File: src/hdl/balu_pkg.sv
package balu_pkg;

    // Operation codes
    typedef enum logic [4:0] {
        CMD_ADD_B     = 5'd0,
        CMD_ADC_B     = 5'd1,
        CMD_ADD_W     = 5'd2,
        CMD_ADC_W     = 5'd3,
        CMD_SUB_B     = 5'd4,
        CMD_SBC_B     = 5'd5,
        CMD_SBC_W     = 5'd6,
        CMD_AND       = 5'd7,
        CMD_OR        = 5'd8,
        CMD_XOR       = 5'd9,
        CMD_CP        = 5'd10,
        CMD_SLA       = 5'd11,
        CMD_SLL       = 5'd12,
        CMD_SRA       = 5'd13,
        CMD_SRL       = 5'd14,
        CMD_RL        = 5'd15,
        CMD_RLC       = 5'd16,
        CMD_RL_FULL   = 5'd17,
        CMD_RLC_FULL  = 5'd18,
        CMD_RR        = 5'd19,
        CMD_RRC       = 5'd20,
        CMD_RR_FULL   = 5'd21,
        CMD_RRC_FULL  = 5'd22,
        CMD_INC_B     = 5'd23,
        CMD_INC_W     = 5'd24,
        CMD_DEC_B     = 5'd25,
        CMD_DEC_W     = 5'd26,
        CMD_SET       = 5'd27,
        CMD_RES       = 5'd28,
        CMD_BIT       = 5'd29,
        CMD_NEG       = 5'd30,
        CMD_LOAD_FLAGS = 5'd31
    } cmd_t;

    // Flag bit positions
    localparam int FLAG_S  = 7;
    localparam int FLAG_Z  = 6;
    localparam int FLAG_H  = 4;
    localparam int FLAG_PV = 2;
    localparam int FLAG_N  = 1;
    localparam int FLAG_C  = 0;

    localparam logic [7:0] FLAG_LEGAL_MASK = 8'hD7;
    localparam logic [7:0] FLAG_KEEP_MASK  = 8'hC4;

    typedef struct packed {
        logic [15:0] res;
        logic [7:0]  flags;
    } alu_out_t;

endpackage

File: src/hdl/byte_alu_with_flags_unit.sv
// The request lands in the input register at accept; the result register loads from
// it once the output side is free. Throughput: one request per cycle while the output
// is not stalled; the flag register is read and written in the single compute stage,
// so back-to-back requests see the flags of the one before.
// Reset: asynchronous, active low; clears both valid bits and the flag register.
module byte_alu_with_flags_unit (
    input  logic        clk,
    input  logic        rst_n,
    input  logic        in_valid,
    output logic        in_ready,
    input  logic [4:0]  cmd,
    input  logic [15:0] operand_a,
    input  logic [15:0] operand_b,
    input  logic [2:0]  bit_or_count,
    output logic        out_valid,
    input  logic        out_ready,
    output logic [15:0] result,
    output logic [7:0]  flags_out
);

    logic                s1_valid_reg;
    balu_pkg::cmd_t      s1_cmd_reg;
    logic [15:0]         s1_a_reg;
    logic [15:0]         s1_b_reg;
    logic [2:0]          s1_n_reg;

    logic                out_valid_reg;
    logic [15:0]         result_reg;
    logic [7:0]          flags_out_reg;
    logic [7:0]          flag_reg;

    logic                advance;
    logic                in_take;
    balu_pkg::alu_out_t  alu_next;

    function automatic logic [7:0] sz_f(input logic [7:0] v);
        logic [7:0] f;
        f = 8'h00;
        f[balu_pkg::FLAG_S] = v[7];
        f[balu_pkg::FLAG_Z] = (v == 8'h00);
        return f;
    endfunction

    function automatic logic [7:0] szp_f(input logic [7:0] v);
        logic [7:0] f;
        f = sz_f(v);
        f[balu_pkg::FLAG_PV] = ~^v;
        return f;
    endfunction

    function automatic balu_pkg::alu_out_t arith8(input logic [7:0] a, input logic [7:0] b,
                                                  input logic cin, input logic sub);
        logic [8:0]         r9;
        logic [8:0]         cv;
        balu_pkg::alu_out_t o;
        if (sub)
            r9 = {1'b0, a} - {1'b0, b} - {8'h00, cin};
        else
            r9 = {1'b0, a} + {1'b0, b} + {8'h00, cin};
        cv = {1'b0, a} ^ {1'b0, b} ^ r9;
        o.res = {8'h00, r9[7:0]};
        o.flags = sz_f(r9[7:0]);
        o.flags[balu_pkg::FLAG_H]  = cv[4];
        o.flags[balu_pkg::FLAG_PV] = cv[8] ^ cv[7];
        o.flags[balu_pkg::FLAG_N]  = sub;
        o.flags[balu_pkg::FLAG_C]  = r9[8];
        return o;
    endfunction

    function automatic balu_pkg::alu_out_t arith16(input logic [15:0] a, input logic [15:0] b,
                                                   input logic cin, input logic sub);
        logic [16:0]        r17;
        logic [16:0]        cv;
        balu_pkg::alu_out_t o;
        if (sub)
            r17 = {1'b0, a} - {1'b0, b} - {16'h0000, cin};
        else
            r17 = {1'b0, a} + {1'b0, b} + {16'h0000, cin};
        cv = {1'b0, a} ^ {1'b0, b} ^ r17;
        o.res = r17[15:0];
        o.flags = 8'h00;
        o.flags[balu_pkg::FLAG_S]  = r17[15];
        o.flags[balu_pkg::FLAG_Z]  = (r17[15:0] == 16'h0000);
        o.flags[balu_pkg::FLAG_H]  = cv[12];
        o.flags[balu_pkg::FLAG_PV] = cv[16] ^ cv[15];
        o.flags[balu_pkg::FLAG_N]  = sub;
        o.flags[balu_pkg::FLAG_C]  = r17[16];
        return o;
    endfunction

    // Move the held request into the result register when that register frees up
    assign advance  = s1_valid_reg && (!out_valid_reg || out_ready);
    assign in_ready = !s1_valid_reg || advance;
    assign in_take  = in_valid && in_ready;

    always_comb
    begin
        logic [7:0]         a;
        logic [7:0]         b;
        logic [7:0]         mask;
        logic [7:0]         r;
        logic [7:0]         keep;
        logic               cy;
        balu_pkg::alu_out_t t;

        a    = s1_a_reg[7:0];
        b    = s1_b_reg[7:0];
        mask = 8'h01 << s1_n_reg;
        cy   = flag_reg[balu_pkg::FLAG_C];
        keep = flag_reg & balu_pkg::FLAG_KEEP_MASK;
        r    = 8'h00;
        t    = '0;
        alu_next.res   = 16'h0000;
        alu_next.flags = flag_reg;

        case (s1_cmd_reg)
            balu_pkg::CMD_ADD_B: alu_next = arith8(a, b, 1'b0, 1'b0);
            balu_pkg::CMD_ADC_B: alu_next = arith8(a, b, cy, 1'b0);
            balu_pkg::CMD_ADD_W:
            begin
                t = arith16(s1_a_reg, s1_b_reg, 1'b0, 1'b0);
                alu_next.res = t.res;
                alu_next.flags = keep;
                alu_next.flags[balu_pkg::FLAG_H] = t.flags[balu_pkg::FLAG_H];
                alu_next.flags[balu_pkg::FLAG_C] = t.flags[balu_pkg::FLAG_C];
            end
            balu_pkg::CMD_ADC_W: alu_next = arith16(s1_a_reg, s1_b_reg, cy, 1'b0);
            balu_pkg::CMD_SUB_B: alu_next = arith8(a, b, 1'b0, 1'b1);
            balu_pkg::CMD_SBC_B: alu_next = arith8(a, b, cy, 1'b1);
            balu_pkg::CMD_SBC_W: alu_next = arith16(s1_a_reg, s1_b_reg, cy, 1'b1);
            balu_pkg::CMD_AND:
            begin
                r = a & b;
                alu_next.res = {8'h00, r};
                alu_next.flags = szp_f(r);
                alu_next.flags[balu_pkg::FLAG_H] = 1'b1;
            end
            balu_pkg::CMD_OR:
            begin
                r = a | b;
                alu_next.res = {8'h00, r};
                alu_next.flags = szp_f(r);
            end
            balu_pkg::CMD_XOR:
            begin
                r = a ^ b;
                alu_next.res = {8'h00, r};
                alu_next.flags = szp_f(r);
            end
            balu_pkg::CMD_CP:
            begin
                t = arith8(a, b, 1'b0, 1'b1);
                alu_next.res = {8'h00, a};
                alu_next.flags = t.flags;
            end
            balu_pkg::CMD_SLA, balu_pkg::CMD_SLL:
            begin
                r = a << s1_n_reg;
                r[0] = (s1_cmd_reg == balu_pkg::CMD_SLL);
                alu_next.res = {8'h00, r};
                alu_next.flags = szp_f(r);
                alu_next.flags[balu_pkg::FLAG_C] = a[7];
            end
            balu_pkg::CMD_SRA, balu_pkg::CMD_SRL:
            begin
                r = a >> s1_n_reg;
                r[7] = (s1_cmd_reg == balu_pkg::CMD_SRA) ? a[7] : 1'b0;
                alu_next.res = {8'h00, r};
                alu_next.flags = szp_f(r);
                alu_next.flags[balu_pkg::FLAG_C] = a[0];
            end
            balu_pkg::CMD_RL, balu_pkg::CMD_RLC, balu_pkg::CMD_RL_FULL, balu_pkg::CMD_RLC_FULL:
            begin
                r = {a[6:0], ((s1_cmd_reg == balu_pkg::CMD_RL) ||
                              (s1_cmd_reg == balu_pkg::CMD_RL_FULL)) ? cy : a[7]};
                alu_next.res = {8'h00, r};
                if ((s1_cmd_reg == balu_pkg::CMD_RL) || (s1_cmd_reg == balu_pkg::CMD_RLC))
                    alu_next.flags = keep;
                else
                    alu_next.flags = szp_f(r);
                alu_next.flags[balu_pkg::FLAG_C] = a[7];
            end
            balu_pkg::CMD_RR, balu_pkg::CMD_RRC, balu_pkg::CMD_RR_FULL, balu_pkg::CMD_RRC_FULL:
            begin
                r = {((s1_cmd_reg == balu_pkg::CMD_RR) ||
                      (s1_cmd_reg == balu_pkg::CMD_RR_FULL)) ? cy : a[0], a[7:1]};
                alu_next.res = {8'h00, r};
                if ((s1_cmd_reg == balu_pkg::CMD_RR) || (s1_cmd_reg == balu_pkg::CMD_RRC))
                    alu_next.flags = keep;
                else
                    alu_next.flags = szp_f(r);
                alu_next.flags[balu_pkg::FLAG_C] = a[0];
            end
            balu_pkg::CMD_INC_B:
            begin
                r = a + 8'h01;
                alu_next.res = {8'h00, r};
                alu_next.flags = sz_f(r);
                alu_next.flags[balu_pkg::FLAG_C]  = cy;
                alu_next.flags[balu_pkg::FLAG_H]  = (a[3:0] == 4'hF);
                alu_next.flags[balu_pkg::FLAG_PV] = (a == 8'h7F);
            end
            balu_pkg::CMD_INC_W: alu_next.res = s1_a_reg + 16'h0001;
            balu_pkg::CMD_DEC_B:
            begin
                r = a - 8'h01;
                alu_next.res = {8'h00, r};
                alu_next.flags = sz_f(r);
                alu_next.flags[balu_pkg::FLAG_C]  = cy;
                alu_next.flags[balu_pkg::FLAG_N]  = 1'b1;
                alu_next.flags[balu_pkg::FLAG_H]  = (a[3:0] == 4'h0);
                alu_next.flags[balu_pkg::FLAG_PV] = (a == 8'h80);
            end
            balu_pkg::CMD_DEC_W: alu_next.res = s1_a_reg - 16'h0001;
            balu_pkg::CMD_SET:   alu_next.res = {8'h00, a | mask};
            balu_pkg::CMD_RES:   alu_next.res = {8'h00, a & ~mask};
            balu_pkg::CMD_BIT:
            begin
                alu_next.res = {8'h00, a};
                alu_next.flags = 8'h00;
                alu_next.flags[balu_pkg::FLAG_C] = cy;
                alu_next.flags[balu_pkg::FLAG_H] = 1'b1;
                alu_next.flags[balu_pkg::FLAG_Z] = ((a & mask) == 8'h00);
            end
            balu_pkg::CMD_NEG:
            begin
                r = 8'h00 - a;
                alu_next.res = {8'h00, r};
                alu_next.flags = sz_f(r);
                alu_next.flags[balu_pkg::FLAG_N]  = 1'b1;
                alu_next.flags[balu_pkg::FLAG_H]  = (a[3:0] != 4'h0);
                alu_next.flags[balu_pkg::FLAG_PV] = (a == 8'h80);
                alu_next.flags[balu_pkg::FLAG_C]  = (a != 8'h00);
            end
            balu_pkg::CMD_LOAD_FLAGS:
            begin
                alu_next.res = 16'h0000;
                alu_next.flags = b & balu_pkg::FLAG_LEGAL_MASK;
            end
            default:
            begin
                alu_next.res = 16'h0000;
                alu_next.flags = flag_reg;
            end
        endcase
    end

    always_ff @(posedge clk or negedge rst_n)
    begin
        if (!rst_n)
        begin
            s1_valid_reg  <= 1'b0;
            out_valid_reg <= 1'b0;
            flag_reg      <= 8'h00;
        end
        else
        begin
            if (in_take)
                s1_valid_reg <= 1'b1;
            else if (advance)
                s1_valid_reg <= 1'b0;

            if (advance)
            begin
                out_valid_reg <= 1'b1;
                flag_reg      <= alu_next.flags;
            end
            else if (out_ready)
                out_valid_reg <= 1'b0;
        end
    end

    always_ff @(posedge clk)
    begin
        if (in_take)
        begin
            s1_cmd_reg <= balu_pkg::cmd_t'(cmd);
            s1_a_reg   <= operand_a;
            s1_b_reg   <= operand_b;
            s1_n_reg   <= bit_or_count;
        end
        if (advance)
        begin
            result_reg    <= alu_next.res;
            flags_out_reg <= alu_next.flags;
        end
    end

    assign out_valid = out_valid_reg;
    assign result    = result_reg;
    assign flags_out = flags_out_reg;

    // The flag register always mirrors the flags of the last result issued
    assert property (@(posedge clk) disable iff (!rst_n)
        out_valid_reg |-> (flag_reg == flags_out_reg))
        else $error("flag register differs from issued flags");

    assert property (@(posedge clk) disable iff (!rst_n)
        out_valid_reg |-> ((flags_out_reg[5] == 1'b0) && (flags_out_reg[3] == 1'b0)))
        else $error("reserved flag bits set");

    // A held request must not be overwritten while the result side stalls
    assert property (@(posedge clk) disable iff (!rst_n)
        (s1_valid_reg && !advance) |=> (s1_valid_reg && $stable(s1_cmd_reg)
                                        && $stable(s1_a_reg) && $stable(s1_b_reg)))
        else $error("held request lost");

    assert property (@(posedge clk) disable iff (!rst_n)
        (in_take && s1_valid_reg) |-> advance)
        else $error("request accepted into a full stage");

endmodule

File: config.mk
export PLATFORM = sky130hd
export DESIGN_NAME = byte_alu_with_flags_unit
export DESIGN_NICKNAME = d
export VERILOG_FILES = /design/src/hdl/balu_pkg.sv /design/src/hdl/byte_alu_with_flags_unit.sv
export SDC_FILE = /design/constraint.sdc
export NUM_CORES = 1
export LEC_CHECK = 0
export BUFFER_PORTS_ARGS = -buffer_cell sky130_fd_sc_hd__buf_4
export CORE_ASPECT_RATIO = 1.2
export CORE_MARGIN = 4
export CORE_UTILIZATION = 33
export CTS_CLUSTER_DIAMETER = 150
export CTS_CLUSTER_SIZE = 14
export DETAILED_ROUTE_END_ITERATION = 10
export PLACE_DENSITY = 0.56
export SKIP_LAST_GASP = 1
export SLEW_MARGIN = 40
export SYNTH_ARGS = -nofsm -noshare
export SYNTH_HDL_FRONTEND = slang
export SYNTH_SLANG_ARGS = --single-unit
File: constraint.sdc
create_clock -name clk -period 6.1 [get_ports clk]
set_input_delay 0 -clock clk [delete_from_list [all_inputs] [get_ports clk]]
set_output_delay 0 -clock clk [all_outputs]
set_load 0.005 [all_outputs]
==> results of run 1 <==
[critical path: cells and delay by family (launching register included)]
kind | cells | cell delay [ps]
flops | 1 | 320
buf+inv | 2 | 470
simple gates | 5 | 1240
compound gates | 5 | 1310
xor+xnor | 1 | 150
fa+ha+maj | 2 | 960
[power by group through the flow]
stage | clock, uW | combinational (uW) | sequential (uW)
CTS | 606 | 1150 | 661
detailed placement | 0 | 1120 | 672
floorplan | 0 | 761 | 654
finish | 589 | 1170 | 655
global placement | 0 | 1120 | 671
global route | 620 | 1270 | 660
[layout by cell type (no fill, tap or decap), types with 41 or more instances in the layout]
| master | synthesis | layout |
|---|---|---|
| a21oi_1 | 72 | 72 |
| buf_4 | 0 | 97 |
| xnor2_1 | 82 | 82 |
| o21ai_0 | 71 | 71 |
| dlygate4sd3_1 | 0 | 46 |
| nand2_1 | 100 | 100 |
| edfxtp_1 | 64 | 64 |
| inv_1 | 81 | 80 |
| xor2_1 | 41 | 41 |
| nor2_1 | 94 | 93 |
| ha_1 | 117 | 117 |
[timing repair]
action                                 in CTS  in global routing
hold buffers                               46                  0
endpoints found under the hold margin      52                  0
resized for setup                           0                  0
[stage by stage]
step | hold WS, ps | total power, uW | std cells | setup slack (ps)
global placement | -160 | 1790 | 1637 | 1230
detailed placement | -159 | 1790 | 1637 | 1450
finish | 352 | 2410 | 1702 | 1390
floorplan | -296 | 1410 | 1206 | 1460
CTS | 340 | 2410 | 1699 | 1440
global route | 354 | 2550 | 1702 | 1030
[logic make-up (layout without fill, tap and decap cells)]
family	after synthesis	count (layout)	synth area share (%)
compound gates	344	344	24.0
xor+xnor	125	125	11.3
fa+ha+maj	122	122	15.7
buf+inv	139	245	5.44
flops	74	74	21.9
mux	22	22	2.77
simple gates	380	380	18.9
[final timing paths]
kind                                               from  slack (ps)  cells after the start                  endpoint
worst max-delay path              s1_a_reg[2]$_DFFE_PP_        1390                     15    flags_out[7]$_DFFE_PP_
worst min-delay path                       operand_a[4]         350                      2     s1_a_reg[4]$_DFFE_PP_
worst max register to register    s1_a_reg[2]$_DFFE_PP_        1390                     15    flags_out[7]$_DFFE_PP_
worst min register to register  flag_reg[3]$_DFFE_PN0P_         500                      1   flag_reg[3]$_DFFE_PN0P_
max in group asynchronous                         rst_n        4710                      4   flag_reg[3]$_DFFE_PN0P_
min in group asynchronous                         rst_n         540                      3  s1_valid_reg$_DFFE_PN0P_
[per-layer routing]
layer	global-route usage, %	up-vias
met1	28.3	4786
met5	0	-
met3	3.57	150
li1	-	4653
met4	16.3	0
met2	40.3	496
[area by class of cell]
class                           count  area (um^2)
Fill cell                        3109        18000
Multi-Input combinational cell    993         7230
Sequential cell                    74         2170
Timing Repair Buffer              146         1230
Tap cell                          390          488
Inverter                           83          312
Clock buffer                       10          239
Clock inverter                      6         72.6
==> key figures, run 1 <==
Routing
  • Max layer used: met4
  • Violation count after the first detailed-route iteration: 939
  • Drt total wl: 40,200 um
  • Length of routed met3 wiring: 2670 um
  • Vias: 10,100
  • Vias per inst: 5.93
  • Met2 wire len: 19,000 um
  • Metal-1 WL: 15,500 um
  • Pre-Repair DR Iteration Count: 5
  • Antenna viol nets, final: 0
  • Per-cell routed wire length: 23.6 um
  • Residual DRC count: 0

Power and ir drop
  • Pleak: 0.00478 uW
  • Sequential Power Share: 27.1%
  • Power share of the clock group: 24.4%
  • Sw Share: 42.1%
  • Maximum vdd drop: 132 uV
  • Net load switching power: 1020 uW
  • Comb pwr share: 48.5%
  • Int Pwr: 1400 uW
  • Pwr per Cell Area: 206 nW/um^2

Global route
  • GRT overflow: 0
  • Largest net degree at the start of global routing: 41
  • Vias in the first global route: 9,957
  • Total Routing Usage GR: 24.0%
  • Initial antenna violation count: 0
  • Global-route wire length before repair: 60,400 um

Timing
  • Max Freq: 212 MHz
  • Count of final setup violators: 0
  • Slew Limit Fails: 0
  • Final TNS setup: 0 ps
  • Rel. slew slack: 43.2%
  • Endpoints failing hold: 0
  • Final min period: 4710 ps
  • Clock Skews: 24.5 ps
  • RSZ-0062 raised after global routing: false
  • Fin crit share: 77.2%
  • Worst-Margin Slew: 849 ps

Critical path
  • Worst setup EP type: flip-flop
  • Crit start category: flip-flop
  • Cell repeated most along the worst path: ha_1
  • Crit Path Category: reg2reg
  • Worst path slowest cell: ha_1
  • Worst path cell trace: buf_4 > inv_1 > ha_1 > ha_1 > nor2b_1 > o2111a_1 > o21a_4 > a311oi_4 > nor4_2 > or3b_1 > nor3_2 > xnor2_1 > o22ai_1 > nand2b_1 > o21a_1
  • Crit-path max FO: 17
  • Slowest Stage Delay on Critical Path: 630 ps
  • Req. time, crit path: 6210 ps
  • WP data arrival: 4820 ps

Clocking
  • Num CTS Buffers: 9
  • Htree depth: 3
  • CTS root buf: clkbuf_16
  • Postcts setup bufs: 0
  • Maximum root-to-sink buffer count: 2
  • CTS tree: yes
  • Sink Count: 74
  • Clock-pin slew on the worst setup and hold paths: 90 ps
  • Worst-skew pair later-pin latency: 380 ps

Place
  • Final GP Congestion: 1.07
  • Dpl cell area: 10,900 um^2
  • I/O Buffers: 69
  • DPL Wire Length: 31,100 um

Synthesis
  • Synthesized cell area: 9930 um^2
  • Share of the synthesized area in the top cell type: 19.3%
  • Cell variety after synth: 90
  • Yosys reg bits: 74
  • Commonest cells post-synth: 117 x ha_1, 100 x nand2_1, 94 x nor2_1, 82 x xnor2_1, 81 x inv_1
  • Yosys top cell by area: edfxtp_1
  • Mean post-synth cell area: 8.24 um^2
  • Sequential element share of the synthesized area: 21.9%
  • Number of synthesized flops with an enable pin: 64
  • Async set-reset flop share out of synthesis: 13.5%
  • Most numerous cell in the Yosys netlist: ha_1
  • Post-synth top flop: edfxtp_1
  • Ys Warns: 0
  • Syn Nets: 1,372
  • Synth Instances: 1,206
  • Synth area leaders: edfxtp_1 19%, ha_1 15%, xnor2_1 7.2%

Die
  • Die area: 33,000 um^2
  • Die Wd: 166 um
  • Initial Util: 33.4%
  • # IOs: 70
  • Core area: 29,700 um^2
  • Row count: 69
  • Chip height: 198 um

Layout
  • Final core utilization: 39.5%
  • ANT cells: 0
  • Final nets: 1,473
  • Final Instance Area: 11,700 um^2
  • Area grow syn2layout: 18.2%
  • Share of cells above drive strength 1: 11.1%

Job
  • Max-cap viol count: 0

Status
  • Outcome: complete, no violations

Hold path
  • Min-delay worst type: in2reg
Power figures use the tool's default switching activity.
==> run 2: changes to the inputs <==
==> constraint.sdc (replaced) <==
create_clock -name clk -period 4.43 [get_ports clk]
set_input_delay 0 -clock clk [delete_from_list [all_inputs] [get_ports clk]]
set_output_delay 0 -clock clk [all_outputs]
set_load 0.005 [all_outputs]
==> key figures, run 2 (synthesis results as in run 1) <==
Die
  • Initial Util: 33.4%
  • Row count: 69
  • Chip height: 198 um
  • # IOs: 70
  • Core area: 29,700 um^2
  • Die area: 33,000 um^2
  • Die Wd: 166 um

Timing
  • Worst Setup Slack, final: 137 ps
  • Slew Limit Fails: 0
  • Final min period: 4290 ps
  • Count of final setup violators: 0
  • Max Freq: 233 MHz
  • Clock Skews: 16.4 ps
  • Worst-Margin Slew: 841 ps
  • Final TNS setup: 0 ps
  • RSZ-0062 raised after global routing: false
  • Fin crit share: 96.9%
  • Rel. slew slack: 43.6%
  • Endpoints failing hold: 0

Critical path
  • Worst path buffer plus inverter count: 4
  • Crit Path Category: reg2reg
  • Cell repeated most along the worst path: a21oi_1
  • Worst path cell trace: inv_1 > fa_1 > inv_1 > ha_1 > o21ai_0 > nand2_1 > o31a_1 > a21oi_1 > buf_4 > o21ai_0 > xnor2_1 > buf_4 > xnor3_1 > nand2_1 > nand4_1 > a21oi_1 > a21oi_1
  • Worst setup EP type: flip-flop
  • Flop-to-flop setup slack: 140 ps
  • Slowest Stage Delay on Critical Path: 690 ps
  • Cells on worst reg2reg path: 17
  • Req. time, crit path: 4540 ps
  • Crit-path max FO: 6
  • Worst path slowest cell: fa_1
  • Crit start category: flip-flop
  • R2R Path End: flags_out[2]$_DFFE_PP_
  • WP data arrival: 4400 ps
  • R2r startpoint: s1_a_reg[0]$_DFFE_PP_
  • Delay-heaviest family, CP: compound AO/OA/AOI/OAI gates

Power and ir drop
  • Power share of the clock group: 23.4%
  • Sw Share: 42.8%
  • Sequential Power Share: 26.5%
  • Pwr per Cell Area: 282 nW/um^2
  • Maximum vdd drop: 161 uV
  • Net load switching power: 1460 uW
  • Comb pwr share: 50.1%
  • Int Pwr: 1950 uW
  • Pleak: 0.00499 uW

Clocking
  • Worst-skew pair later-pin latency: 370 ps
  • Num CTS Buffers: 9
  • CTS tree: yes
  • Sink Count: 74
  • CTS root buf: clkbuf_16
  • Maximum root-to-sink buffer count: 2
  • Clock-pin slew on the worst setup and hold paths: 70 ps
  • Htree depth: 3

Layout
  • Most frequent cells in the layout: 144 x buf_4, 117 x ha_1, 100 x nand2_1, 91 x nor2_1
  • Fillers: 3,138
  • Area grow syn2layout: 21.5%
  • Final nets: 1,516
  • Commonest non-fill, non-tap cell in the layout: buf_4
  • ANT cells: 0
  • Share of cells above drive strength 1: 14.4%

Routing
  • Violation count after the first detailed-route iteration: 1,131
  • Drt total wl: 41,700 um
  • Per-cell routed wire length: 23.9 um
  • Pre-Repair DR Iteration Count: 5
  • Vias per inst: 5.91
  • Antenna viol nets, final: 0
  • Vias: 10,300
  • Residual DRC count: 0

Global route
  • Initial antenna violation count: 0
  • Vias in the first global route: 10,200
  • Total Routing Usage GR: 24.7%
  • GRT overflow: 0
  • Largest net degree at the start of global routing: 41
  • Global-route wire length before repair: 62,500 um

Place
  • Final GP Congestion: 1.01
  • DPL Wire Length: 33,000 um
  • I/O Buffers: 69
  • Pre-CTS WS: 49.1 ps

Hold path
  • WHS Endpoint: s1_a_reg[7]$_DFFE_PP_
  • HP Start: operand_a[7]
  • Min-delay worst type: in2reg
  • Min-Delay Path Depth: 2

Job
  • Max-cap viol count: 0

Status
  • Outcome: complete, no violations
[run 2: cell count changes in the layout (fill, tap and decap cells not counted), moves of 2 or more]
| cell | before | now |
|---|---|---|
| nor2_1 | 93 | 91 |
| buf_6 | 2 | 0 |
| xnor2_2 | 0 | 2 |
| buf_4 | 97 | 144 |
| nor2_2 | 1 | 3 |
| a2111oi_0 | 5 | 3 |
| xnor2_1 | 82 | 80 |
[run 2: worst max-delay path by stage]
stage / from / endpoint / slack (ps) / cells after the start
final: s1_a_reg[0]$_DFFE_PP_ / flags_out[2]$_DFFE_PP_ / 140 / 17
after global routing: s1_a_reg[0]$_DFFE_PP_ / flags_out[6]$_DFFE_PP_ / 10 / 14
after CTS: s1_a_reg[0]$_DFFE_PP_ / flags_out[7]$_DFFE_PP_ / 4 / 15
after detailed placement: s1_a_reg[0]$_DFFE_PP_ / flags_out[7]$_DFFE_PP_ / 50 / 15
after global placement: s1_a_reg[0]$_DFFE_PP_ / flags_out[7]$_DFFE_PP_ / -70 / 16
after floorplan: s1_cmd_reg[2]$_DFFE_PP_ / result[15]$_DFFE_PP_ / 20 / 18
[run 2: routing by layer]
metal | up-vias | routed length [um] | GRT usage [%]
met4 | 0 | 2750 | 14.9
met2 | 484 | 19900 | 42.4
met1 | 4952 | 16300 | 29.6
met5 | - | 0 | 0
li1 | 4735 | - | -
met3 | 142 | 2710 | 2.98
[run 2: power groups by stage]
stage          sequential, uW  combinational, uW  clock [uW]
2_1_floorplan             900               1050           0
3_3_place_gp              914               1620           0
3_5_place_dp              915               1620           0
4_1_cts                   900               1660         809
5_1_grt                   905               1830         838
6_report                  900               1710         796
[run 2: area by class of cell]
type                       instances  area [um^2]  area share, %
clock buffer                      10          250           2.07
clock inverter                     6         53.8          0.446
inverter                          83          312           2.58
multi-input combinational        993         7260           60.2
sequential                        74         2170           18.0
tap                              390          488           4.04
timing repair buffer             189         1530           12.7
[run 2: timing repair]
| item | 4_1_cts | 5_1_grt |
|---|---|---|
| endpoints found under the hold margin | 52 | 0 |
| setup buffers | 0 | 6 |
| hold buffers | 45 | 0 |
| resized for setup | 0 | 6 |
| endpoints found under the setup margin | 0 | 4 |
[run 2: metrics by stage]
step	hold slack [ps]	instance area, um^2	power, uW	utilization (%)	std cells
after floorplan	-296	9940	1950	-	1206
after global placement	-159	11200	2530	37.8	1678
after detailed placement	-162	11200	2530	37.9	1678
after CTS	338	12000	3370	40.4	1739
after global routing	345	12100	3570	40.6	1745
final	348	12100	3400	40.6	1745
